--- config.mk ---
export PLATFORM = sky130hd
export DESIGN_NAME = accel_limited_trajectory_limiter_top_flat
export DESIGN_NICKNAME = d
export VERILOG_FILES = /design/src/altl_pkg.sv /design/src/altl_if.sv /design/src/accel_limited_trajectory_limiter_top.sv /design/src/altl_stopdist.sv /design/src/flat_wrapper.sv
export VERILOG_INCLUDE_DIRS = /design/src /design/src/src
export SDC_FILE = /design/constraint.sdc
export NUM_CORES = 2
export LEC_CHECK = 0
export BUFFER_PORTS_ARGS = -buffer_cell sky130_fd_sc_hd__buf_2
export CAP_MARGIN = 20
export CORE_MARGIN = 3
export CORE_UTILIZATION = 50
export CTS_CLUSTER_SIZE = 14
export DETAILED_ROUTE_END_ITERATION = 10
export PLACE_DENSITY_LB_ADDON = 0.15
export SLEW_MARGIN = 40
export SYNTH_ARGS = -nofsm -noshare
export SYNTH_HDL_FRONTEND = slang
export SYNTH_SLANG_ARGS = --single-unit
--- constraint.sdc ---
create_clock -name i_clk -period 10.4 [get_ports i_clk]
set_input_delay 2.08 -clock i_clk [delete_from_list [all_inputs] [get_ports i_clk]]
set_output_delay 2.08 -clock i_clk [all_outputs]
set_load 0.01 [all_outputs]
--- src/accel_limited_trajectory_limiter_top_defines.svh ---
// Assertion macros used by the limiter's top RTL file.
`ifndef ACCEL_LIMITED_TRAJECTORY_LIMITER_TOP_DEFINES_SVH
`define ACCEL_LIMITED_TRAJECTORY_LIMITER_TOP_DEFINES_SVH

`ifndef NO_ASSERTIONS
// Same-cycle implication, gated by the active-low reset.
`define ALTL_ASSERT_IMP(lbl, clk, rst_n, ante, cons) \
    lbl: assert property (@(posedge clk) disable iff (!rst_n) (ante) |-> (cons)) \
        else $error("altl assertion failed");
// Next-cycle implication, gated by the active-low reset.
`define ALTL_ASSERT_NXT(lbl, clk, rst_n, ante, cons) \
    lbl: assert property (@(posedge clk) disable iff (!rst_n) (ante) |=> (cons)) \
        else $error("altl assertion failed");
`else
`define ALTL_ASSERT_IMP(lbl, clk, rst_n, ante, cons)
`define ALTL_ASSERT_NXT(lbl, clk, rst_n, ante, cons)
`endif

`endif

--- src/altl_pkg.sv ---
`timescale 1ns / 1ps
package altl_pkg;
    localparam int POS_W  = 32;
    localparam int CFG_W  = 31;
    localparam int DIST_W = 64;

    localparam logic [CFG_W-1:0] MAX_STEP_SPEED_RST = 31'd66;
    localparam logic [CFG_W-1:0] STEP_ACCEL_RST     = 31'd1;

    localparam logic REG_MAX_STEP_SPEED = 1'b0;
    localparam logic REG_STEP_ACCEL     = 1'b1;

    localparam logic OP_STEP  = 1'b0;
    localparam logic OP_PLACE = 1'b1;

    typedef struct packed {
        logic             start;
        logic [CFG_W-1:0] speed;
        logic [CFG_W-1:0] accel;
    } t_sd_req;

    typedef struct packed {
        logic              done;
        logic [DIST_W-1:0] stop_len;
    } t_sd_resp;
endpackage

--- src/altl_if.sv ---
`timescale 1ns / 1ps
interface altl_in_if;
    import altl_pkg::*;
    logic                    valid;
    logic                    ready;
    logic                    op;
    logic signed [POS_W-1:0] target_or_position;
    modport source (output valid, output op, output target_or_position, input ready);
    modport sink   (input valid, input op, input target_or_position, output ready);
endinterface

interface altl_out_if;
    import altl_pkg::*;
    logic                    valid;
    logic                    ready;
    logic signed [POS_W-1:0] position;
    logic signed [POS_W-1:0] step_velocity;
    logic                    settled;
    modport source (output valid, output position, output step_velocity, output settled,
                    input ready);
    modport sink   (input valid, input position, input step_velocity, input settled,
                    output ready);
endinterface

interface altl_cfg_if;
    import altl_pkg::*;
    logic             valid;
    logic             ready;
    logic             index;
    logic [POS_W-1:0] data;
    modport source (output valid, output index, output data, input ready);
    modport sink   (input valid, input index, input data, output ready);
endinterface

--- src/accel_limited_trajectory_limiter_top.sv ---
// A move that accelerates or brakes waits for a stop-distance computation (a
// divide, then two shift-add multiplies); a place op, a first target or an exact
// landing skips it. One word at a time.
// Reset (synchronous, active low): position and velocity 0, uninitialized,
// max_step_speed 66, step_accel 1, output empty.
`timescale 1ns / 1ps
`include "accel_limited_trajectory_limiter_top_defines.svh"
module accel_limited_trajectory_limiter_top (
    input logic        i_clk,
    input logic        i_rst_n,
    altl_in_if.sink    i_in,
    altl_out_if.source o_out,
    altl_cfg_if.sink   i_cfg
);
    import altl_pkg::*;

    localparam logic [2:0] S_IDLE   = 3'd0;
    localparam logic [2:0] S_PREP   = 3'd1;
    localparam logic [2:0] S_DECIDE = 3'd2;
    localparam logic [2:0] S_SDWAIT = 3'd3;
    localparam logic [2:0] S_VEL    = 3'd4;
    localparam logic [2:0] S_POS    = 3'd5;
    localparam logic [2:0] S_OUT    = 3'd6;

    logic [2:0]              r_state;
    logic [CFG_W-1:0]        r_max_speed;
    logic [CFG_W-1:0]        r_accel;
    logic                    r_op;
    logic signed [POS_W-1:0] r_tgt;
    logic signed [POS_W-1:0] r_pos;
    logic signed [POS_W-1:0] r_vel;
    logic                    r_init;
    logic                    r_settled;
    logic signed [POS_W:0]   r_rem;
    logic                    r_go;
    logic                    r_out_valid;
    logic signed [POS_W-1:0] r_out_pos;
    logic signed [POS_W-1:0] r_out_vel;
    logic                    r_out_settled;

    logic [CFG_W-1:0]        w_acc_eff;
    logic [POS_W:0]          w_arem;
    logic signed [POS_W+1:0] w_rv;
    logic [POS_W+1:0]        w_rv_mag;
    logic                    w_land;
    logic [POS_W-1:0]        w_vel_mag;
    logic [POS_W:0]          w_vnext;
    logic [CFG_W-1:0]        w_vtest;
    logic signed [POS_W+1:0] w_vel_x;
    logic signed [POS_W+1:0] w_acc_x;
    logic signed [POS_W+1:0] w_vmax_x;
    logic signed [POS_W+1:0] w_vnew;
    logic signed [POS_W+1:0] w_vclamp;
    logic signed [POS_W+1:0] w_psum;
    logic signed [POS_W-1:0] w_pclamp;
    logic                    w_out_load;
    t_sd_req                 w_sd_req;
    t_sd_resp                w_sd_resp;

    always_comb begin
        w_acc_eff = (r_accel == '0) ? {{(CFG_W-1){1'b0}}, 1'b1} : r_accel;
        w_arem    = r_rem[POS_W] ? (~r_rem + 1'b1) : r_rem;
        w_rv      = {r_rem[POS_W], r_rem} - {{2{r_vel[POS_W-1]}}, r_vel};
        w_rv_mag  = w_rv[POS_W+1] ? (~w_rv + 1'b1) : w_rv;
        w_land    = (w_arem <= {2'b0, w_acc_eff}) && (w_arem <= {2'b0, r_max_speed})
                    && (w_rv_mag <= {3'b0, w_acc_eff});
        w_vel_mag = r_vel[POS_W-1] ? (~r_vel + 1'b1) : r_vel;
        w_vnext   = {1'b0, w_vel_mag} + {2'b0, w_acc_eff};
        w_vtest   = (w_vnext < {2'b0, r_max_speed}) ? w_vnext[CFG_W-1:0] : r_max_speed;

        w_vel_x  = {{2{r_vel[POS_W-1]}}, r_vel};
        w_acc_x  = {3'b0, w_acc_eff};
        w_vmax_x = {3'b0, r_max_speed};
        if (r_go) begin
            if (!r_rem[POS_W] && (r_rem != '0)) begin
                w_vnew = w_vel_x + w_acc_x;
            end else if (r_rem[POS_W]) begin
                w_vnew = w_vel_x - w_acc_x;
            end else begin
                w_vnew = w_vel_x;
            end
        end else begin
            // brake toward zero, never through it
            if ({1'b0, w_vel_mag} <= {2'b0, w_acc_eff}) begin
                w_vnew = '0;
            end else if (!r_vel[POS_W-1]) begin
                w_vnew = w_vel_x - w_acc_x;
            end else begin
                w_vnew = w_vel_x + w_acc_x;
            end
        end
        if (w_vnew > w_vmax_x) begin
            w_vclamp = w_vmax_x;
        end else if (w_vnew < -w_vmax_x) begin
            w_vclamp = -w_vmax_x;
        end else begin
            w_vclamp = w_vnew;
        end

        w_psum = {{2{r_pos[POS_W-1]}}, r_pos} + {{2{r_vel[POS_W-1]}}, r_vel};
        if (w_psum > $signed({3'b0, {(POS_W-1){1'b1}}})) begin
            w_pclamp = {1'b0, {(POS_W-1){1'b1}}};
        end else if (w_psum < $signed({3'b111, {(POS_W-1){1'b0}}})) begin
            w_pclamp = {1'b1, {(POS_W-1){1'b0}}};
        end else begin
            w_pclamp = w_psum[POS_W-1:0];
        end

        w_sd_req.start = (r_state == S_DECIDE) && (r_op == OP_STEP) && r_init && !w_land;
        w_sd_req.speed = w_vtest;
        w_sd_req.accel = w_acc_eff;

        w_out_load = (r_state == S_OUT) && (!r_out_valid || o_out.ready);
    end

    altl_stopdist u_stopdist (
        .i_clk   (i_clk),
        .i_rst_n (i_rst_n),
        .i_req   (w_sd_req),
        .o_resp  (w_sd_resp)
    );

    always_ff @(posedge i_clk) begin
        if (i_cfg.valid) begin
            case (i_cfg.index)
                REG_MAX_STEP_SPEED: r_max_speed <= i_cfg.data[CFG_W-1:0];
                REG_STEP_ACCEL:     r_accel     <= i_cfg.data[CFG_W-1:0];
                default:            r_accel     <= r_accel;
            endcase
        end

        case (r_state)
            S_IDLE: begin
                if (i_in.valid) begin
                    r_op    <= i_in.op;
                    r_tgt   <= i_in.target_or_position;
                    r_state <= S_PREP;
                end
            end
            S_PREP: begin
                r_rem   <= {r_tgt[POS_W-1], r_tgt} - {r_pos[POS_W-1], r_pos};
                r_state <= S_DECIDE;
            end
            S_DECIDE: begin
                if (r_op == OP_PLACE) begin
                    r_pos     <= r_tgt;
                    r_vel     <= '0;
                    r_settled <= 1'b0;
                    r_init    <= 1'b1;
                    r_state   <= S_OUT;
                end else if (!r_init) begin
                    r_pos     <= r_tgt;
                    r_vel     <= '0;
                    r_settled <= 1'b1;
                    r_init    <= 1'b1;
                    r_state   <= S_OUT;
                end else if (w_land) begin
                    r_vel     <= r_rem[POS_W-1:0];
                    r_pos     <= r_tgt;
                    r_settled <= (r_rem == '0);
                    r_state   <= S_OUT;
                end else begin
                    r_state <= S_SDWAIT;
                end
            end
            S_SDWAIT: begin
                if (w_sd_resp.done) begin
                    r_go    <= ({{(DIST_W-POS_W-1){1'b0}}, w_arem} >= w_sd_resp.stop_len);
                    r_state <= S_VEL;
                end
            end
            S_VEL: begin
                r_vel   <= w_vclamp[POS_W-1:0];
                r_state <= S_POS;
            end
            S_POS: begin
                r_pos     <= w_pclamp;
                r_settled <= 1'b0;
                r_state   <= S_OUT;
            end
            S_OUT: begin
                if (w_out_load) begin
                    r_state <= S_IDLE;
                end
            end
            default: r_state <= S_IDLE;
        endcase

        if (w_out_load) begin
            r_out_valid   <= 1'b1;
            r_out_pos     <= r_pos;
            r_out_vel     <= r_vel;
            r_out_settled <= r_init && r_settled;
        end else if (o_out.ready) begin
            r_out_valid <= 1'b0;
        end

        if (!i_rst_n) begin
            r_state     <= S_IDLE;
            r_max_speed <= MAX_STEP_SPEED_RST;
            r_accel     <= STEP_ACCEL_RST;
            r_pos       <= '0;
            r_vel       <= '0;
            r_init      <= 1'b0;
            r_settled   <= 1'b0;
            r_out_valid <= 1'b0;
        end
    end

    assign i_in.ready          = (r_state == S_IDLE);
    assign i_cfg.ready         = 1'b1;
    assign o_out.valid         = r_out_valid;
    assign o_out.position      = r_out_pos;
    assign o_out.step_velocity = r_out_vel;
    assign o_out.settled       = r_out_settled;

    `ALTL_ASSERT_NXT(a_accept_busy, i_clk, i_rst_n, i_in.valid && i_in.ready, r_state != S_IDLE)
    `ALTL_ASSERT_IMP(a_settled_still, i_clk, i_rst_n, o_out.valid && o_out.settled, o_out.step_velocity == '0)
    `ALTL_ASSERT_IMP(a_sd_done_wait, i_clk, i_rst_n, w_sd_resp.done, r_state == S_SDWAIT)
endmodule

--- src/altl_stopdist.sv ---
`timescale 1ns / 1ps
module altl_stopdist (
    input  logic              i_clk,
    input  logic              i_rst_n,
    input  altl_pkg::t_sd_req i_req,
    output altl_pkg::t_sd_resp o_resp
);
    import altl_pkg::*;

    localparam logic [1:0] P_IDLE = 2'd0;
    localparam logic [1:0] P_DIV  = 2'd1;
    localparam logic [1:0] P_MUL1 = 2'd2;
    localparam logic [1:0] P_MUL2 = 2'd3;

    logic [1:0]        r_phase;
    logic [4:0]        r_cnt;
    logic              r_done;
    logic [CFG_W-1:0]  r_a;
    logic [CFG_W-1:0]  r_v;
    logic [CFG_W-1:0]  r_rem;
    logic [31:0]       r_quo;
    logic [31:0]       r_n;
    logic [63:0]       r_mc;
    logic [31:0]       r_mp;
    logic [63:0]       r_acc;
    logic [DIST_W-1:0] r_dist;

    logic [31:0] w_trial;
    logic        w_qbit;
    logic [31:0] w_trial_sub;
    logic [31:0] w_n;
    logic [63:0] w_sum;
    logic [63:0] w_w;

    always_comb begin
        w_trial     = {r_rem, r_quo[31]};
        w_qbit      = (w_trial >= {1'b0, r_a});
        w_trial_sub = w_trial - {1'b0, r_a};
        w_n         = {r_quo[30:0], w_qbit};
        w_sum       = r_acc + (r_mp[0] ? r_mc : 64'd0);
        // 2v - a(n-1): positive whenever n is nonzero
        w_w         = {32'd0, r_v, 1'b0} - w_sum;
    end

    always_ff @(posedge i_clk) begin
        r_done <= 1'b0;
        case (r_phase)
            P_IDLE: begin
                if (i_req.start) begin
                    r_a     <= i_req.accel;
                    r_v     <= i_req.speed;
                    r_quo   <= {1'b0, i_req.speed} + {1'b0, i_req.accel} - 32'd1;
                    r_rem   <= '0;
                    r_cnt   <= '0;
                    r_phase <= P_DIV;
                end
            end
            P_DIV: begin
                r_rem <= w_qbit ? w_trial_sub[CFG_W-1:0] : w_trial[CFG_W-1:0];
                r_quo <= w_n;
                r_cnt <= r_cnt + 5'd1;
                if (r_cnt == 5'd31) begin
                    r_n     <= w_n;
                    r_mc    <= {33'd0, r_a};
                    r_mp    <= w_n - 32'd1;
                    r_acc   <= '0;
                    r_phase <= P_MUL1;
                end
            end
            P_MUL1: begin
                r_acc <= w_sum;
                r_mc  <= {r_mc[62:0], 1'b0};
                r_mp  <= {1'b0, r_mp[31:1]};
                r_cnt <= r_cnt + 5'd1;
                if (r_cnt == 5'd31) begin
                    r_mc    <= w_w;
                    r_mp    <= r_n;
                    r_acc   <= '0;
                    r_phase <= P_MUL2;
                end
            end
            P_MUL2: begin
                r_acc <= w_sum;
                r_mc  <= {r_mc[62:0], 1'b0};
                r_mp  <= {1'b0, r_mp[31:1]};
                r_cnt <= r_cnt + 5'd1;
                if (r_cnt == 5'd31) begin
                    r_dist  <= {1'b0, w_sum[63:1]};
                    r_done  <= 1'b1;
                    r_phase <= P_IDLE;
                end
            end
            default: r_phase <= P_IDLE;
        endcase
        if (!i_rst_n) begin
            r_phase <= P_IDLE;
            r_done  <= 1'b0;
            r_cnt   <= '0;
        end
    end

    assign o_resp.done     = r_done;
    assign o_resp.stop_len = r_dist;
endmodule
--- src/flat_wrapper.sv ---
// flat-port wrapper written by rule: the top's interface ports become plain ports
module accel_limited_trajectory_limiter_top_flat import altl_pkg::*;
  (i_clk, i_rst_n, i_in_valid, i_in_op, i_in_target_or_position, i_in_ready, o_out_valid, o_out_position, o_out_step_velocity, o_out_settled, o_out_ready, i_cfg_valid, i_cfg_index, i_cfg_data, i_cfg_ready);
  altl_in_if i_in_i ();
  altl_out_if o_out_i ();
  altl_cfg_if i_cfg_i ();
  input logic i_clk;
  input logic i_rst_n;
  input wire logic [$bits(i_in_i.valid)-1:0] i_in_valid;
  input wire logic [$bits(i_in_i.op)-1:0] i_in_op;
  input wire logic [$bits(i_in_i.target_or_position)-1:0] i_in_target_or_position;
  output wire logic [$bits(i_in_i.ready)-1:0] i_in_ready;
  output wire logic [$bits(o_out_i.valid)-1:0] o_out_valid;
  output wire logic [$bits(o_out_i.position)-1:0] o_out_position;
  output wire logic [$bits(o_out_i.step_velocity)-1:0] o_out_step_velocity;
  output wire logic [$bits(o_out_i.settled)-1:0] o_out_settled;
  input wire logic [$bits(o_out_i.ready)-1:0] o_out_ready;
  input wire logic [$bits(i_cfg_i.valid)-1:0] i_cfg_valid;
  input wire logic [$bits(i_cfg_i.index)-1:0] i_cfg_index;
  input wire logic [$bits(i_cfg_i.data)-1:0] i_cfg_data;
  output wire logic [$bits(i_cfg_i.ready)-1:0] i_cfg_ready;
  assign i_in_i.valid = i_in_valid;
  assign i_in_i.op = i_in_op;
  assign i_in_i.target_or_position = i_in_target_or_position;
  assign i_in_ready = i_in_i.ready;
  assign o_out_valid = o_out_i.valid;
  assign o_out_position = o_out_i.position;
  assign o_out_step_velocity = o_out_i.step_velocity;
  assign o_out_settled = o_out_i.settled;
  assign o_out_i.ready = o_out_ready;
  assign i_cfg_i.valid = i_cfg_valid;
  assign i_cfg_i.index = i_cfg_index;
  assign i_cfg_i.data = i_cfg_data;
  assign i_cfg_ready = i_cfg_i.ready;
  accel_limited_trajectory_limiter_top u_core (.i_clk(i_clk), .i_rst_n(i_rst_n), .i_in(i_in_i), .o_out(o_out_i), .i_cfg(i_cfg_i));
endmodule
==> results.md <==
- Fin worst setup slack: 0.428 ns
- Period utilization: 95.9%
- Area leader, netlist: edfxtp_1
- FF-to-FF path depth: 43
- Post-Place Setup Slack: -0.0148 ns
- Pwr per Cell Area: 252 nW/um^2
- Die area: 116,000 um^2
- Seq cells post-synth: 652
- Reg area: 18,200 um^2
- Initial DRC Count: 5,007
- CP max stage delay: 0.65 ns
- Hold Path Depth: 0
- Stages on worst setup path: 43
- First-pass DRT Iterations: 5
- Drt total wl: 210,000 um
- CTS max path bufs: 3
- Max Fclk: 100 MHz
- Internal Dissipation: 8.76 mW
- Initial antenna violation count: 10
- First-pass GRT wire length: 307,000 um
- CTS tree: yes
- Cell with the most instances after synthesis: ha_1
- Final GP Congestion: 1.02
- # rows: 122
- P_sw: 7.04 mW
- # IOs: 139
- Via count: 51,384
- RSZ-0062 raised after global routing: true
- Post-synth ARST share: 0%
- Worst path slowest cell: or4_1
- Total CTS buffers: 80
- Yosys top cell area share: 27.5%
- Distinct cells, synth: 103
- Synth top area cells: edfxtp_1 27%, ha_1 14%, xnor2_1 5.2%, dfxtp_1 5.0%, a21oi_1 4.8%
- WP data arrival: 10.39 ns
- Setup Skew: 0.0431 ns
- Final nets: 7,340
- Routed Antenna Nets: 0
- Tot GR Track Use: 35.0%
- Hold Buf Count CTS: 0
- Via density: 6.28
- Ys Warns: 0
- Netlist Area Pre-Place: 55,900 um^2
- HP Class: flop to flop
- Core Area: 111,000 um^2
- DRC: 0
- Hold Worst Slack: 0.470 ns
- R2R setup slack: 0.43 ns
- Syn Area/Cell: 8.74 um^2
- Cells after Synth: 6,396
- Peak supply drop: 0.000142 V
- Detail Placement HPWL: 164,000 um
- Ratio of cells with drive above 1 in the final layout: 10.5%
- Clk_lat worst skew: 0.68 ns
- Clock Tree Root: clkbuf_16
- Routed WL per cell: 25.6 um
- Max FO, Critical Path: 11
- Ys flop type: edfxtp_1
- Worst setup EP type: flop
- Max-Cap Viols: 0
- Final setup vio count: 0
- Initial Util: 50.5%
- Sequential share of power: 22.4%
- Setup TNS: 0 ns
- Vias in the first global route: 47,626
- Measured slew at the worst slew-check pin: 1.01 ns
- Area of the multi-input gates: 35,100 um^2
- Pleak: 26.0 nW
- Global route total overflow: 0
- Syn_nets: 7,114
- Startpoint types: flop
- Post-synth EDFFs: 512
- Fillers: 10,308
- Worst slew margin: 32.6%
- Post-route minimum period: 9.97 ns
- Final Hold Viols: 0
- Register clock-pin slew on the reported worst setup and hold paths: 0.06 ns
- Sw Share: 44.6%
- Clk pwr share: 18.0%
- CP Class: flop to flop
- Die Wd: 340 um
- Outcome: completed
- Commonest cells post-synth: 637 x ha_1, 549 x nand2_1, 534 x a21oi_1, 512 x edfxtp_1, 449 x inv_1
- Clock sinks: 652
- Worst EP required: 10.82 ns
- Combinational share of power: 59.6%
- H-tree levels: 3
- Cell family with most CP delay: compound AO/OA/AOI/OAI gates
- Largest net degree at the start of global routing: 134
- Buf+Inv Stages, Crit Path: 8
- Core Util, Final: 56.5%
- Die Y: 340 um
- Post-synthesis sequential area ratio: 32.5%
- Fin. max-slew vios: 0
- Port Buf Inserts: 136
- Layout area overhead: 12.1%
-- worst reg2reg max path: cells and delay by family (launching register included) --
family,cells,cell delay [ns]
AO/OA/AOI/OAI,18,3.36
AND/OR/NAND/NOR,10,3.17
buffers and inverters,8,1.16
adder cells (fa/ha/maj),4,1.04
XOR/XNOR,2,0.37
multiplexers,1,0.33
flip-flops,1,0.31
-- flip-flops by register name (all words and copies together) (netlist names), 2 cells and up --
name and count:
u_core.u_stopdist.r_a 31, u_core.r_vel 32, u_core.u_stopdist.r_rem 31, u_core.r_accel 31, u_core.o_out.position 32, u_core.u_stopdist.r_phase 2
u_core.u_stopdist.r_mc 64, u_core.r_rem 33, u_core.r_tgt 32, u_core.r_max_speed 31, u_core.u_stopdist.r_mp 32, u_core.u_stopdist.r_v 31
u_core.r_pos 32, u_core.u_stopdist.r_acc 64, u_core.u_stopdist.r_n 32, u_core.u_stopdist.r_cnt 5, u_core.u_stopdist.r_quo 32, u_core.r_state 3
u_core.u_stopdist.r_dist 63, u_core.o_out.step_velocity 32
-- layout make-up --
| class | count | area share, % |
|---|---|---|
| timing repair buffer | 437 | 4.95 |
| tap | 1488 | 2.97 |
| clock buffer | 109 | 3.62 |
| clock inverter | 37 | 0.623 |
| multi-input combinational | 4997 | 56.1 |
| antenna | 6 | 0.0240 |
| inverter | 454 | 2.72 |
| sequential | 652 | 29.0 |
-- per-stage QoR --
stage,power [mW],area (um^2),std cells
after floorplan,9.71,55900,6396
after global placement,12.5,59700,8022
after detailed placement,12.7,59800,8026
after CTS,15.6,62400,8172
after global routing,16.8,62600,8174
final,15.8,62700,8180
-- logic make-up (layout without fill, tap and decap cells) --
logic type	after synthesis	after routing	share of synthesized area, %
adder cells (fa/ha/maj)	647	647	14.6
buffers and inverters	747	1037	5.10
XOR/XNOR	445	445	6.97
AND/OR/NAND/NOR	1866	1866	16.4
AO/OA/AOI/OAI	1909	1909	22.0
flip-flops	652	652	32.5
other	1	7	0.00671
multiplexers	129	129	2.40
-- power by group through the flow --
stage               Clock [mW]  Sequential [mW]  Combinational (mW)
floorplan                    0             3.57                6.14
global route              2.98             3.55                10.3
CTS                       2.89             3.53                9.15
finish                    2.85             3.54                9.43
global placement             0             3.57                8.96
detailed placement           0             3.58                9.08
-- layout by cell type (no fill, tap or decap), types with 229 or more instances in the layout --
master      n
ha_1      636
a21oi_1   531
nand2_1   548
nor2_1    427
buf_4     285
xnor2_1   324
o21ai_0   412
inv_1     449
a21o_1    229
edfxtp_1  512
-- path summary, 6_finish.rpt --
kind	from	endpoint
setup / recovery	u_core.r_vel[4]$_SDFFE_PN0P_	u_core.u_stopdist.r_quo[30]$_DFFE_PP_
hold / removal	u_core.r_pos[15]$_SDFFE_PN0P_	u_core.o_out.position[15]$_DFFE_PP_
setup reg to reg	u_core.r_vel[4]$_SDFFE_PN0P_	u_core.u_stopdist.r_quo[30]$_DFFE_PP_
hold reg to reg	u_core.r_pos[15]$_SDFFE_PN0P_	u_core.o_out.position[15]$_DFFE_PP_
-- what timing repair did --
item	CTS	global route
resized for setup	1	19
setup buffers	0	1
pin swaps	0	2
setup endpoints to repair	2	14
-- routing by layer --
layer	vias to the layer above	share of wire (%)	track usage (%)
met5	-	0.012	0
met4	4	5.9	17.9
met3	463	8.6	5.08
met2	2386	43	53.9
met1	24575	42	47.8
li1	23956	-	-
(Power assumes the default switching activity.)
